## config.mk

```make
export PLATFORM = sky130hd
export DESIGN_NAME = trie_pc_ctrl
export DESIGN_NICKNAME = d
export VERILOG_FILES = /design/src/hw/rtl/trie_pc_pkg.sv /design/src/hw/rtl/trie_pc_ctrl.sv
export SDC_FILE = /design/constraint.sdc
export NUM_CORES = 1
export LEC_CHECK = 0
export BUFFER_PORTS_ARGS = -buffer_cell sky130_fd_sc_hd__buf_2
export CAP_MARGIN = 5
export CORE_AREA = 2 2 39 41
export DETAILED_ROUTE_END_ITERATION = 10
export DIE_AREA = 0 0 41 43
export HOLD_SLACK_MARGIN = 0.15
export PLACE_DENSITY_LB_ADDON = 0.1
export SLEW_MARGIN = 20
export SYNTH_ARGS = -nofsm -noshare
export SYNTH_HDL_FRONTEND = slang
export SYNTH_SLANG_ARGS = --single-unit
```

## constraint.sdc

```tcl
create_clock -name clock -period 1.8 [get_ports clock]
set_input_delay 0.36 -clock clock [delete_from_list [all_inputs] [get_ports clock]]
set_output_delay 0.36 -clock clock [all_outputs]
set_load 0.02 [all_outputs]
```

## src/hw/rtl/trie_pc_pkg.sv

```systemverilog
`timescale 1ns / 1ps
`default_nettype none
// ----------------------------------------------------------------------------
// Trie prefix counter package
// Shared sizes and the command and status bundles between the controller and
// the datapath.
// ----------------------------------------------------------------------------
package trie_pc_pkg;

   // Default configuration of the node pool
   localparam int TPC_NODES       = 4096;
   localparam int TPC_ALPHABET    = 26;
   localparam int TPC_COUNT_WIDTH = 16;

   // Fixed widths of the transaction fields
   localparam int LETTER_W    = 5;
   localparam int RSP_COUNT_W = 16;

   // Command field codes
   localparam logic CMD_ADD  = 1'b0;
   localparam logic CMD_FIND = 1'b1;

   // Status field codes
   localparam logic STATUS_OK   = 1'b0;
   localparam logic STATUS_FULL = 1'b1;

   // Controller to datapath
   typedef struct packed {
      logic take;         // accept the request transaction
      logic latch_child;  // capture the child table read
      logic resolve;      // follow, allocate or break on the looked-up child
      logic emit;         // load the response register and close the word
   } ctl_cmd_type;

   // Datapath to controller
   typedef struct packed {
      logic walk;         // offered letter needs a child table lookup
      logic produce;      // offered transaction ends in a response without a walk
      logic last_item;    // held transaction carries the last letter
      logic out_free;     // response register can take a new response
   } ctl_stat_type;

endpackage
`default_nettype wire

```

## src/hw/rtl/trie_pc_ctrl.sv

```systemverilog
`timescale 1ns / 1ps
`default_nettype none
// ----------------------------------------------------------------------------
// Trie prefix counter controller
// Sequences accept, child lookup, resolve and response for one letter.
// ----------------------------------------------------------------------------
module trie_pc_ctrl
   import trie_pc_pkg::*;
(
   input  wire logic         clock,
   input  wire logic         reset,
   input  wire logic         req_valid,
   output logic              req_stall,
   input  wire ctl_stat_type stat,
   output ctl_cmd_type       cmd
);

   typedef enum logic [3:0] {
      ST_IDLE  = 4'b0001,
      ST_READ  = 4'b0010,
      ST_CHECK = 4'b0100,
      ST_EMIT  = 4'b1000
   } state_type;

   state_type state_ff, state_in;

   always_comb begin
      state_in  = state_ff;
      cmd       = '0;
      req_stall = 1'b1;
      unique case (state_ff)
         ST_IDLE: begin
            req_stall = 1'b0;
            if (req_valid) begin
               cmd.take = 1'b1;
               if (stat.walk) begin
                  state_in = ST_READ;
               end else if (stat.produce) begin
                  state_in = ST_EMIT;
               end
            end
         end
         ST_READ: begin
            cmd.latch_child = 1'b1;
            state_in        = ST_CHECK;
         end
         ST_CHECK: begin
            cmd.resolve = 1'b1;
            state_in    = stat.last_item ? ST_EMIT : ST_IDLE;
         end
         ST_EMIT: begin
            if (stat.out_free) begin
               cmd.emit = 1'b1;
               state_in = ST_IDLE;
            end
         end
         default: begin
            state_in = ST_IDLE;
         end
      endcase
   end

   always_ff @(posedge clock) begin
      if (reset) begin
         state_ff <= ST_IDLE;
      end else begin
         state_ff <= state_in;
      end
   end

endmodule
`default_nettype wire

```

# Word level (Yosys, flattened, before mapping)
# Cells that the tools add are included.
dict set report totals {
  ff_bits 4
}
dict set report classes {
  reduce_logical 1
  n_eq_ne 7
  muxes 13
}
# operator n
set op_table {}
lappend op_table {{$mux W4} 5}
lappend op_table {{$pmux W4 S4} 1}
lappend op_table {{$mux W1} 7}
lappend op_table {{$eq A4 B1 Y1 const B} 1}
lappend op_table {{$eq A4 B2 Y1 const B} 1}
lappend op_table {{$eq A4 B3 Y1 const B} 1}
lappend op_table {{$eq A4 B4 Y1 const B} 1}
lappend op_table {{$ne A2 B2 Y1 const B} 2}
lappend op_table {{$ne A3 B3 Y1 const B} 1}
lappend op_table {{$reduce_and A3 Y1} 1}

# Logic depth before layout (Yosys ltp)
dict set report depth {
  word_depth 4
  depth_mapped 4
  ltp_nobuf 4
}

# Worst setup path before layout
# Ideal clock, no wire load.
dict set report synth_timing {
  path_type {register to output}
  start {register state_ff[1]}
  end {output port cmd[2] (netlist name)}
  path_slack_ns 0.187
  stages_incl_launch_ff 2
  t_arrival_ns 1.253
  n_path_buf 0
  cell_sequence {dfxtp_1 nor4b_1}
}
# element line
set synth_lines {}
lappend synth_lines {{start: declaration} trie_pc_ctrl.sv:25} ;# state_type state_ff, state_in;
lappend synth_lines {{start signal: assignment} trie_pc_ctrl.sv:67} ;# state_ff <= state_in;
lappend synth_lines {{end: declaration} trie_pc_ctrl.sv:15} ;# output ctl_cmd_type cmd

==> impl_results.md <==
- Area share of the largest cell type after synthesis: about two fifths
- Hold Vio Cnt, Final: 0
- Clock Tree Root: clkbuf_4
- Post-route setup TNS: 0 ns
- CTS resizes: 0
- Detailed Routing Iterations Pass 1: 1
- Seq cells post-synth: 4
- Most frequent cells after synthesis: dfxtp_1, nand3b_1, nor4b_1
- Filler Cells Inserted: 156
- Design Area, Final: 320 µm²
- Post-synth EDFFs: 0
- Critical Path Fanout Max: 5
- Req. time, crit path: about 1.4 ns
- Die X: 41 µm
- Detailed Place HPWL: about 390 µm
- Top Ports: 12
- CP Launch Type: register
- Layout area overhead: 54.2%
- Num CTS Buffers: 3
- Min-Delay Path Class: primary input to register
- Port bufs: 11
- Vias: 222
- Final setup fails: 0
- H-tree lvl count: 1
- Final #Nets: 44
- Global-route usage over all layers: 7.41%
- Synthesized instance count: 21
- Primary FF master, synth: dfxtp_1
- Synth unique cells: 16
- WL/cell: around 10 µm
- Number of core rows: 14
- Post-Route WL: 527 µm
- Largest register FFs: 4
- Core ar.: 1380 µm²
- Cell area after synthesis: around 210 µm²
- Largest net degree at the start of global routing: 7
- GRT overflow: 0
- Die Span Y: 43 µm
- PwrDens: 885 nW/µm²
- Vias in the first global route: 224
- Routed Antenna Nets: 0
- First-pass GRT wire length: roughly 830 µm
- # hold bufs at CTS: 0
- Maximum achievable frequency: roughly 610 MHz
- Largest regs: state_ff x4
- RSZ-0062 raised after global routing: false
- Slew margin rel.: 79.4%
- Peak supply drop: 0.284 mV
- CTS clock-pin slew for the worst setup and hold paths: 0.04 ns
- CP Capture Type: output port
- Gpl congestion: 0.699
- Worst Skew: ~0.0043 ns
- Vias/cell: 4.35
- DRC viols: 0
- Maximum clock insertion buffer count: 2
- Drt initial violations: 0
- Mapped Avg Cell Area: 9.89 µm²
- Cell taking the most area after synthesis: dfxtp_1
- R2R Setup Slk: around 0.46 ns
- Fin crit share: 91.5%
- Sequential area share after synthesis: between 30% and 40%
- Status: complete, no violations
- Clk Latency, worst-skew pair: 0.23 ns
- Layout cells sized above 1: 48.6%
- # clock sinks: 4
- CTS tree: done
- Slew Limit Fails: 0
- Initial antenna violation count: 0
- Worst-Margin Slew: between 0.3 and 0.4 ns
- Min Tclk post-route: 1.65 ns
- # diodes: 0
- Area contributors post-synth: dfxtp_1, nor4b_1, nand3b_1
- Final hold slack: 0.319 ns
- Post-CTS Setup Repair Bufs: 0
- Syn Nets: 28
- Critical path arrival: 1.29 ns
- Register with the most flip-flops: state_ff
- Count leader, synth: dfxtp_1
- Pleak: 0.146 nW
- Synthesis Warnings: 0
- Dpl cell area: 283 µm²
- Worst Setup Path Type: register to output port
- Initial Util: around 15%
- Ys async rst share: 0%
- Max-cap violations: 0
- DIE AREA: 1760 µm²
[cell usage in the layout, fill, tap and decap left out]
| cell | Yosys | routed |
|---|---|---|
| a211oi_2 | 1 | 1 |
| a21oi_1 | 1 | 1 |
| and2_1 | 1 | 1 |
| and3b_1 | 1 | 1 |
| buf_2 | 0 | 11 |
| clkbuf_4 | 0 | 3 |
| dfxtp_1 | 4 | 4 |
| inv_1 | 1 | 1 |
| nand3b_1 | 2 | 2 |
| nor2_1 | 1 | 1 |
| nor2b_1 | 1 | 1 |
| nor3_1 | 1 | 1 |
| nor4b_1 | 2 | 1 |
| nor4b_2 | 1 | 1 |
| nor4b_4 | 0 | 1 |
| o21a_1 | 1 | 1 |
| o21ai_0 | 1 | 1 |
| o31ai_1 | 1 | 1 |
| or3b_1 | 1 | 1 |
[per-layer routing]
metal / vias to the layer above / wire length [µm] / GRT usage, %
li1: 111 / - / -
met3: 2 / 63 / 3.14
met4: 0 / 14 / 8.00
met1: 96 / 247 / 9.58
met2: 13 / 202 / 8.13
met5: - / 0 / 0
[power by group]
| group | total (mW) | internal, mW | switching (mW) |
|---|---|---|---|
| registers | 0.110 | 0.0967 | 0.0129 |
| logic | 0.0660 | 0.0321 | 0.0339 |
| clock network | 0.108 | 0.0743 | 0.0334 |
[critical path: stages (launching register included)]
cell	delay, ns
dfxtp_1	0.36
nor4b_4	0.35
and2_1	0.18
buf_2	0.16
[cells by family (layout without fill, tap and decap cells)]
| logic type | Yosys count | count (layout) | share of synthesized area, % |
|---|---|---|---|
| AO/OA/AOI/OAI | 5 | 5 | 18.1 |
| AND/OR/NAND/NOR | 11 | 11 | 41.6 |
| buffers and inverters | 1 | 15 | 1.81 |
| flip-flops | 4 | 4 | 38.6 |
[layout make-up]
class,count,area [µm²],area share [%]
Multi-Input combinational cell,16,139,43.4
Sequential cell,4,80.1,25.0
Timing Repair Buffer,11,55.1,17.2
Clock buffer,3,22.5,7.03
Tap cell,16,20.0,6.25
Inverter,1,3.75,1.17
[worst paths after layout]
path | end | cells past startpoint | startpoint
setup / recovery | cmd[3] | 3 | state_ff[1]$_SDFFE_PP0P_
hold / removal | state_ff[2]$_SDFFE_PP0P_ | 2 | reset
setup reg to reg | state_ff[0]$_SDFFE_PP1P_ | 3 | state_ff[3]$_SDFFE_PP0P_
hold reg to reg | state_ff[2]$_SDFFE_PP0P_ | 2 | state_ff[0]$_SDFFE_PP1P_
[per-stage QoR]
| step | util [%] | cells | power [mW] | setup WS, ns |
|---|---|---|---|---|
| 2_1_floorplan | - | 21 | 0.147 | 0.187 |
| 3_3_place_gp | 20.4 | 48 | 0.170 | 0.321 |
| 3_5_place_dp | 20.4 | 48 | 0.170 | 0.340 |
| 4_1_cts | 22.1 | 51 | 0.285 | 0.0733 |
| 5_1_grt | 23.1 | 51 | 0.305 | 0.0756 |
| 6_report | 23.1 | 51 | 0.283 | 0.153 |
No activity file was read; power rests on OpenSTA's default activity.
